===== config.mk =====
export PLATFORM = sky130hd
export DESIGN_NAME = sorted_insert_list_queue_unit
export DESIGN_NICKNAME = d
export VERILOG_FILES = /design/src/rtl/slq_pkg.sv /design/src/rtl/slq_ctrl.sv /design/src/rtl/slq_datapath.sv /design/src/rtl/sorted_insert_list_queue_unit.sv
export SDC_FILE = /design/constraint.sdc
export NUM_CORES = 2
export LEC_CHECK = 0
export CAP_MARGIN = 30
export CELL_PAD_IN_SITES_DETAIL_PLACEMENT = 1
export CELL_PAD_IN_SITES_GLOBAL_PLACEMENT = 1
export CORE_ASPECT_RATIO = 2
export CORE_UTILIZATION = 45
export DETAILED_ROUTE_END_ITERATION = 8
export DONT_BUFFER_PORTS = 1
export PLACE_DENSITY = 0.75
export SYNTH_ARGS = -nofsm -noshare
export SYNTH_HDL_FRONTEND = slang
export SYNTH_SLANG_ARGS = --single-unit

===== constraint.sdc =====
create_clock -name clk -period 6.38 [get_ports clk]
set_input_delay 0.319 -clock clk [delete_from_list [all_inputs] [get_ports clk]]
set_output_delay 0.319 -clock clk [all_outputs]
set_load 0.02 [all_outputs]

===== src/rtl/slq_pkg.sv =====
package slq_pkg;

  // Default list depth.
  localparam int SLQ_CAPACITY = 16;

  // Request codes.
  typedef enum logic [2:0] {
    OP_FRONT   = 3'd0,
    OP_END     = 3'd1,
    OP_SORTED  = 3'd2,
    OP_DEQUEUE = 3'd3,
    OP_QUERY   = 3'd4
  } op_t;

  // Result status codes.
  typedef enum logic [1:0] {
    ST_DONE  = 2'd0,
    ST_FULL  = 2'd1,
    ST_EMPTY = 2'd2
  } st_t;

  // Controller states.
  typedef enum logic [1:0] {
    S_IDLE,
    S_CMP,
    S_APPLY
  } state_t;

  // Commands from the controller to the datapath.
  typedef struct packed {
    logic load;
    logic cmp;
    logic apply;
  } cmd_t;

  // Status from the datapath to the controller.
  typedef struct packed {
    logic out_busy;
  } stat_t;

endpackage


===== src/rtl/slq_ctrl.sv =====
module slq_ctrl import slq_pkg::*; (
  input  logic   clk,
  input  logic   rst_n,
  input  logic   in_valid,
  output logic   in_stall,
  input  stat_t  stat,
  output cmd_t   cmd
);

  state_t state_r, state_nxt;

  // State register.
  always_ff @(posedge clk) begin
    if (!rst_n) begin
      state_r <= S_IDLE;
    end else begin
      state_r <= state_nxt;
    end
  end

  // Next state and commands.
  always_comb begin
    state_nxt = state_r;
    cmd       = '0;
    in_stall  = 1'b1;
    unique case (state_r)
      S_IDLE: begin
        in_stall = 1'b0;
        if (in_valid) begin
          cmd.load  = 1'b1;
          state_nxt = S_CMP;
        end
      end
      S_CMP: begin
        cmd.cmp   = 1'b1;
        state_nxt = S_APPLY;
      end
      S_APPLY: begin
        // Wait until the output register can take the result beat.
        if (!stat.out_busy) begin
          cmd.apply = 1'b1;
          state_nxt = S_IDLE;
        end
      end
      default: begin
        state_nxt = S_IDLE;
      end
    endcase
  end

endmodule


===== src/rtl/slq_datapath.sv =====
module slq_datapath import slq_pkg::*; #(
  parameter int CAPACITY = SLQ_CAPACITY
) (
  input  logic        clk,
  input  logic        rst_n,
  input  cmd_t        cmd,
  output stat_t       stat,
  input  logic [2:0]  in_req_type,
  input  logic [31:0] in_value,
  input  logic        out_stall,
  output logic        out_valid,
  output logic        out_found,
  output logic [31:0] out_head_value,
  output logic        out_head_valid,
  output logic [4:0]  out_entry_count,
  output logic [1:0]  out_status
);

  localparam int CNT_W = $clog2(CAPACITY + 1);
  localparam int LVL   = $clog2(CAPACITY);

  logic [2:0]          req_r;
  logic [31:0]         val_r;
  logic [31:0]         entries_r [CAPACITY];
  logic [CAPACITY-1:0] lt_r, eq_r;
  logic [CAPACITY-1:0] ge;
  logic [CAPACITY-1:0] pre [LVL+1];
  logic [CAPACITY-1:0] shift;
  logic [CNT_W-1:0]    count_r, count_nxt;
  logic [CNT_W+4:0]    cnt_ext;
  logic                is_ins, full, empty, ins_ok, deq_ok;
  logic [31:0]         head_nxt;
  logic [1:0]          status_nxt;
  logic                out_valid_r;
  logic                found_r, head_valid_r;
  logic [31:0]         head_value_r;
  logic [4:0]          entry_count_r;
  logic [1:0]          status_r;

  // Request latch.
  always_ff @(posedge clk) begin
    if (cmd.load) begin
      req_r <= in_req_type;
      val_r <= in_value;
    end
  end

  // Request decode against the current fill level.
  always_comb begin
    is_ins = (req_r == OP_FRONT) || (req_r == OP_END) || (req_r == OP_SORTED);
    full   = (count_r == CNT_W'(CAPACITY));
    empty  = (count_r == '0);
    ins_ok = cmd.apply && is_ins && !full;
    deq_ok = cmd.apply && (req_r == OP_DEQUEUE) && !empty;
  end

  // Row of cells: compare flags, insert point and shift moves.
  for (genvar j = 0; j < CAPACITY; j++) begin : g_cell
    logic        above;
    logic [31:0] from_prev, from_next;

    assign above = (count_r <= CNT_W'(j));

    // On a sorted add the first cell not smaller, or free, takes the new value.
    always_comb begin
      unique case (req_r)
        OP_FRONT:  ge[j] = 1'b1;
        OP_END:    ge[j] = above;
        OP_SORTED: ge[j] = !lt_r[j] || above;
        default:   ge[j] = 1'b0;
      endcase
    end

    if (j == 0) begin : g_first
      assign from_prev = val_r;
    end else begin : g_mid
      assign from_prev = entries_r[j-1];
    end
    if (j == CAPACITY - 1) begin : g_last
      assign from_next = entries_r[j];
    end else begin : g_inner
      assign from_next = entries_r[j+1];
    end

    // Registered compares against the request value.
    always_ff @(posedge clk) begin
      if (cmd.cmp) begin
        lt_r[j] <= ($signed(entries_r[j]) < $signed(val_r));
        eq_r[j] <= (entries_r[j] == val_r) && !above;
      end
    end

    // Entry storage: shift toward the tail on insert, toward the head on dequeue.
    always_ff @(posedge clk) begin
      if (ins_ok) begin
        if (shift[j]) begin
          entries_r[j] <= from_prev;
        end else if (ge[j]) begin
          entries_r[j] <= val_r;
        end
      end else if (deq_ok) begin
        entries_r[j] <= from_next;
      end
    end
  end

  // Cells past the insert point shift: prefix OR of the flags below each cell.
  assign pre[0] = {ge[CAPACITY-2:0], 1'b0};
  for (genvar l = 0; l < LVL; l++) begin : g_lvl
    for (genvar j = 0; j < CAPACITY; j++) begin : g_bit
      if (j >= (1 << l)) begin : g_or
        assign pre[l+1][j] = pre[l][j] | pre[l][j-(1 << l)];
      end else begin : g_pass
        assign pre[l+1][j] = pre[l][j];
      end
    end
  end
  assign shift = pre[LVL];

  // Fill level, head and status after the operation.
  always_comb begin
    count_nxt = count_r;
    if (ins_ok) begin
      count_nxt = count_r + CNT_W'(1);
    end else if (deq_ok) begin
      count_nxt = count_r - CNT_W'(1);
    end

    head_nxt = entries_r[0];
    if (ins_ok) begin
      head_nxt = ge[0] ? val_r : entries_r[0];
    end else if (deq_ok) begin
      head_nxt = entries_r[1];
    end

    priority if (is_ins && full) begin
      status_nxt = ST_FULL;
    end else if ((req_r == OP_DEQUEUE) && empty) begin
      status_nxt = ST_EMPTY;
    end else begin
      status_nxt = ST_DONE;
    end

    cnt_ext = {5'b0, count_nxt};
  end

  // Fill counter.
  always_ff @(posedge clk) begin
    if (!rst_n) begin
      count_r <= '0;
    end else if (cmd.apply) begin
      count_r <= count_nxt;
    end
  end

  // Output register: holds a result beat until it is taken.
  always_ff @(posedge clk) begin
    if (!rst_n) begin
      out_valid_r <= 1'b0;
    end else if (cmd.apply) begin
      out_valid_r <= 1'b1;
    end else if (!out_stall) begin
      out_valid_r <= 1'b0;
    end
  end

  always_ff @(posedge clk) begin
    if (cmd.apply) begin
      found_r       <= (req_r == OP_QUERY) && (|eq_r);
      head_valid_r  <= (count_nxt != '0);
      head_value_r  <= (count_nxt != '0) ? head_nxt : 32'd0;
      entry_count_r <= cnt_ext[4:0];
      status_r      <= status_nxt;
    end
  end

  assign stat.out_busy   = out_valid_r && out_stall;
  assign out_valid       = out_valid_r;
  assign out_found       = found_r;
  assign out_head_value  = head_value_r;
  assign out_head_valid  = head_valid_r;
  assign out_entry_count = entry_count_r;
  assign out_status      = status_r;

endmodule


===== src/rtl/sorted_insert_list_queue_unit.sv =====
// Sorted list queue of up to CAPACITY signed 32-bit values, head at position
// zero. Each request beat (add front, add end, sorted add, dequeue, or
// membership query) produces one result beat with the head value, head valid,
// entry count, found flag and status. Each item is first latched, then every
// cell registers its compare against the value, and then the cell row shifts
// or writes in parallel and the result is loaded into the output register.
// The apply step waits while the output register still holds a stalled beat;
// a new request is taken as soon as the previous one has been applied. Entry
// storage is not cleared by reset; the fill count, the output valid flag and
// the controller state are.
module sorted_insert_list_queue_unit import slq_pkg::*; #(
  parameter int CAPACITY = SLQ_CAPACITY
) (
  input  logic        clk,
  input  logic        rst_n,
  input  logic        in_valid,
  output logic        in_stall,
  input  logic [2:0]  in_req_type,
  input  logic [31:0] in_value,
  output logic        out_valid,
  input  logic        out_stall,
  output logic        out_found,
  output logic [31:0] out_head_value,
  output logic        out_head_valid,
  output logic [4:0]  out_entry_count,
  output logic [1:0]  out_status
);

  cmd_t  cmd;
  stat_t stat;

  // Sequencer.
  slq_ctrl u_ctrl (
    .clk      (clk),
    .rst_n    (rst_n),
    .in_valid (in_valid),
    .in_stall (in_stall),
    .stat     (stat),
    .cmd      (cmd)
  );

  // Cell row, counter and output register.
  slq_datapath #(
    .CAPACITY (CAPACITY)
  ) u_dp (
    .clk             (clk),
    .rst_n           (rst_n),
    .cmd             (cmd),
    .stat            (stat),
    .in_req_type     (in_req_type),
    .in_value        (in_value),
    .out_stall       (out_stall),
    .out_valid       (out_valid),
    .out_found       (out_found),
    .out_head_value  (out_head_value),
    .out_head_valid  (out_head_valid),
    .out_entry_count (out_entry_count),
    .out_status      (out_status)
  );

endmodule


**Word-level counts from Yosys, hierarchy flattened**

Memory sizes are Yosys's and may differ from the RTL's.
Index checks and enable logic that the tools add are counted.

- Multiplexer cells: 172
- Order comparisons: 32
- Eq/ne operators: 26
- $add $sub $neg: 2
- Bitwise logic cells: 76
- Reductions and logical operators: 82

Operators by type and width:

| operator | count |
|---|---|
| 32-bit two-way mux | 34 |
| 32-bit == test | 16 |
| 32-bit less-than comparator | 16 |
| 1-bit two-way mux | 116 |
| 1-bit OR | 76 |
| 1-bit case mux with 3 select lines | 16 |
| 5-bit by 4-bit less-or-equal comparator with 1-bit output, second input constant | 8 |
| 1-bit logical NOT | 34 |
| 1-bit logical AND | 24 |
| 5-bit by 3-bit less-or-equal comparator with 1-bit output, second input constant | 4 |
| 1-bit logical OR | 18 |
| 16-bit OR reduction | 1 |
| 5-bit by 1-bit less-or-equal comparator with 1-bit output, second input constant | 2 |
| 5-bit by 2-bit less-or-equal comparator with 1-bit output, second input constant | 2 |
| 5-bit two-way mux | 2 |
| 3-bit by 2-bit == test with 1-bit output, second input constant | 2 |
| 2-bit two-way mux | 3 |
| 2-bit case mux with 3 select lines | 1 |
| 5-bit by 1-bit adder with 5-bit output, second input constant | 1 |
| 5-bit == test, second input constant | 1 |
| 5-bit logical NOT | 1 |
| 5-bit nonzero test | 1 |
| 5-bit by 1-bit subtractor with 5-bit output, second input constant | 1 |
| 2-bit inequality test, second input constant | 2 |
| 8 further kinds | 8 |

- Input bits: 39
- Register bits after elaboration: 116
- Output and inout bits: 43
- Memories: 1
- Logic and storage cells: 433
- Bits in writable memories: 512

Memory list:

| memory | words | width | read ports | clocked after memory_dff | wr ports | RTL line | RTL |
|---|---|---|---|---|---|---|---|
| u_dp.entries_r | 16 | 32 | 16 | 0 | 16 | slq_datapath.sv:24 | `logic [31:0] entries_r [CAPACITY];` |

**Logic depth before layout (Yosys ltp)**

- Word-level depth: 12
- Depth in mapped cells: 13
- Depth with buffers taken out: 9

**Modules after synthesis**

From an unflattened synthesis, not the netlist that was laid out.

- Cells, all modules: 4059
- Area, all modules: 41962.7 um2

By module, submodules not included:

| module | area each (um2) | sequential area each (um2) | cells an instance | instances |
|---|---|---|---|---|
| slq_datapath | 41858.9 | 18738.0 | 4048 | 1 |
| slq_ctrl | 103.8 | 40.0 | 11 | 1 |

**Worst setup path after synthesis**

OpenSTA, ideal clock, no wires.

- Path type: register to register
- Start point: register u_dp.count_r[1]
- End point: memory u_dp.entries_r[14][0] (netlist: u_dp.entries_r[1][192]) (enable)
- Buffers on the path: 1
- Setup time: 0.466 ns
- Arrival: 4.438 ns
- Required time: 5.914 ns
- Clock period less this slack: 4.903 ns
- Setup slack: 1.477 ns
- Stages on the path, launching flop included: 10
- Cells stage by stage: dfxtp_1 > buf_2 > inv_1 > ha_1 > o21bai_1 > o21ai_0 > a221oi_1 > and4bb_2 > and4bb_1 > o21ai_0

RTL lines:

| element | RTL line | RTL |
|---|---|---|
| start: declaration | slq_datapath.sv:29 | `logic [CNT_W-1:0] count_r, count_nxt;` |
| start signal: assignment | slq_datapath.sv:152 | `count_r <= count_nxt;` |
| end: declaration | slq_datapath.sv:24 |  |

==> results.ini <==
[sta]
period_needed_ps = 4410
skew_ps = 42.1
worst_pin_slew_ps = 1040
setup_slack_ps = 1970
final-hold-violation-count = 0
fin_crit_sh_pct = 69.1
fmax_mhz = 227
rsz0062_at_grt = false
drv_slew = 0
relSlewSlack_pct = 30.9
setup_tns_ps = 0
setup_viol = 0

[floorplan]
dieArea_um2 = 93100
rows = 156
core_area_um2 = 90800
die_h_um = 431
die_x_um = 216
start_util_pct = 45.5
ios = 82

[synthesis]
yosys_warnings = 0
synthCells = 3993
ys_seq_area_share_pct = 45.4
synth_mux_area_share_pct = 5.81
synthSimpleGateAreaFrac_pct = 15.0
synth_ff_type = edfxtp_1
synth-xor-area-share_pct = 0.0848
synthesis.nets = 4549
synth_top_area_share_pct = 45.0
yosysMostFrequentCell = nand2_1
synth_top_family_by_area = adder cells
synth_edf_count = 620
synth_compound_area_share_pct = 15.0
synth_commonest_cells = 697 x nand2_1, 620 x edfxtp_1, 517 x ha_1
async_flop_share_pct = 0
synth-adder-area-share_pct = 15.7
syn-cell-area_um2 = 41300
syn_area_per_cell_um2 = 10.4
synth_area_leader_cell = edfxtp_1
synth_cell_types = 79
synthTopCellsByArea = edfxtp_1 45%, ha_1 16%, nand2_1 6.3%
yosys_register_bits = 628

[hold_path]
holdPathStages = 2
whs_endpoint = u_dp.out_entry_count[0]
hp-class = in -> reg
holdCritStartpoint = out_stall

[global_route]
grt_max_degree = 221
met2_usage_pct = 62.8
use_met3_pct = 3.33
grt_pass1_wl_um = 234000
antenna_found_initial = 5
grt_overflow_total = 0
gr-usage-met1_pct = 30.8
first_global_vias = 37200
busiest_layer = met2
grt_usage_pct = 34.0

[flow_run]
maxCapViolCount = 0

[route]
vias = 34200
route.detailed.drc = 0
drtIter0Drc = 2567
drt_first_pass_iters = 5
vias_per_cell = 6.55
routedWlPerCell_um = 30.4
drtAntennaViolNets = 0
wirelength_um = 159000

[layout]
finish.utilization_pct = 49.8
drive_above_1_share_pct = 6.34
layout.nets = 4528
nFillCells = 9981
area_growth_pct = 9.42
final_cell_area_um2 = 45200

[clock_tree]
hold_buffers = 37
htree_levels = 2
cts-root-buf = clkbuf_16
clkSlewWorstSetupHoldPaths_ps = 70
post_cts_buffers = 0
cts_tree = done
cts-buffers-inserted = 61
cts_sinks = 628
ctsLongestPathBuffers = 3
cts_resized = 0
clk_latency_ps = 710

[power]
power_density_nw_per_um2 = 210
power.leakage_nw = 17.0
vdd_drop_max_mv = 0.221
p_clk_share_pct = 39.9
p_seq_share_pct = 49.4
pwr-share-comb_pct = 10.7
sw_frac_of_total_pct = 27.0
switchingPower_mw = 2.56
intPower_mw = 6.92

[critical_path]
regToRegSetupSlack_ps = 1970
r2r_end = u_dp.entries_r[0][194]
path_class = reg -> reg
worstPathRequired_ps = 6700
startpoint_type = flip-flop
worst_ep_arrival_time_ps = 4730
rr_startpoint = u_dp.req_r[0]
crit_path_end_kind = flip-flop
crit_fanout = 37
r2r_cells = 9

[placement]
dpl_cell_area_um2 = 42900
gp_congestion = 0.929
place.port_buffers = 0
pre_cts_ws_ps = 2020
dp.final_hpwl_um = 121000

[run_status]
status = finished clean

## cells in the final DEF, fill, tap and decap left out, drive strengths merged, types with 8 or more instances in the layout
| cell type | n |
|---|---|
| or3 | 8 |
| nand2b | 17 |
| clkbuf | 76 |
| a2111oi | 19 |
| edfxtp | 620 |
| nand2 | 700 |
| or2 | 9 |
| inv | 70 |
| nor2 | 99 |
| o21a | 22 |
| o211ai | 237 |
| mux2 | 32 |
| ha | 517 |
| buf | 112 |
| o21ai | 283 |
| and3 | 9 |
| dfxtp | 8 |
| mux2i | 204 |
| and2 | 9 |
| and4 | 18 |
| nor2b | 34 |
| nand4 | 90 |
| o221ai | 11 |
| nor4 | 21 |
| a21o | 118 |
| nor3 | 37 |
| clkinv | 29 |
| a31oi | 42 |
| nand3 | 255 |
| a211oi | 32 |
| a21oi | 160 |
| dlygate4sd3 | 37 |
## worst max-delay path by stage
stage / endpoint / slack [ps] / startpoint
floorplan: u_dp.entries_r[1][192] / 1480 / u_dp.count_r[1]
global placement: u_dp.out_head_value[12] / 1970 / u_dp.count_r[1]
detailed placement: u_dp.entries_r[0][217] / 2020 / u_dp.req_r[0]
CTS: u_dp.entries_r[0][199] / 2000 / u_dp.req_r[0]
global route: u_dp.entries_r[0][196] / 1690 / u_dp.req_r[0]
finish: u_dp.entries_r[0][194] / 1970 / u_dp.req_r[0]
## power groups by stage
stage	sequential (mW)	combinational, mW	clock [mW]
2_1_floorplan	4.72	0.567	0
3_3_place_gp	4.77	0.912	0
3_5_place_dp	4.77	0.968	0
4_1_cts	4.68	0.998	3.81
5_1_grt	4.69	1.08	3.93
6_report	4.68	1.01	3.78
## layer usage
metal | wire length (um) | up-vias | share of wire, %
met5 | 20 | - | 0.013
met2 | 84000 | 1073 | 53
li1 | - | 15200 | -
met1 | 50200 | 17200 | 32
met4 | 19800 | 4 | 13
met3 | 4540 | 679 | 2.9
## area by class of cell
class / count / area (um2) / area share, %
Inverter: 69 / 259 / 0.573
Tap cell: 1185 / 1480 / 3.28
Multi-Input combinational cell: 3063 / 21500 / 47.5
Antenna cell: 3 / 7.51 / 0.0166
Clock buffer: 76 / 1580 / 3.50
Timing Repair Buffer: 149 / 1280 / 2.84
Sequential cell: 628 / 18800 / 41.5
Clock inverter: 38 / 350 / 0.775
## kinds of logic (layout without fill, tap and decap cells)
kind of cell / after synthesis / count (layout)
AND/OR/NAND/NOR: 1339 / 1339
other: 0 / 3
AO/OA/AOI/OAI: 967 / 967
multiplexers: 236 / 236
flip-flops: 628 / 628
adder cells (fa/ha/maj): 517 / 517
buffers and inverters: 302 / 332
XOR/XNOR: 4 / 4
## critical path, stage by stage, from the launching register on
cell	delay, ps
edfxtp_1	530
buf_4	270
a21oi_2	370
and4_1	480
nand2_2	220
nor2_1	480
nand3_2	710
buf_12	420
nand3_1	90
buf_4	440
## flip-flops by register name, summed over array words and instances (netlist names)
signal,cells
u_dp.entries_r,512
u_dp.out_status,2
u_dp.g_cell.from_prev,32
u_dp.out_head_value,32
u_dp.eq_r,16
u_dp.lt_r,16
u_dp.out_found,1
u_dp.req_r,3
u_dp.out_head_valid,1
u_dp.count_r,5
u_dp.out_entry_count,5
u_ctrl.state_r,2
u_dp.out_valid,1
## through the flow
stage	power (mW)	hold WS [ps]	std cells
finish	9.48	176	5211
global route	9.70	217	5209
CTS	9.49	193	5208
detailed placement	5.74	418	5057
global placement	5.68	418	5054
floorplan	5.28	418	3993
Note: power is estimated with default switching activity, not from simulation.
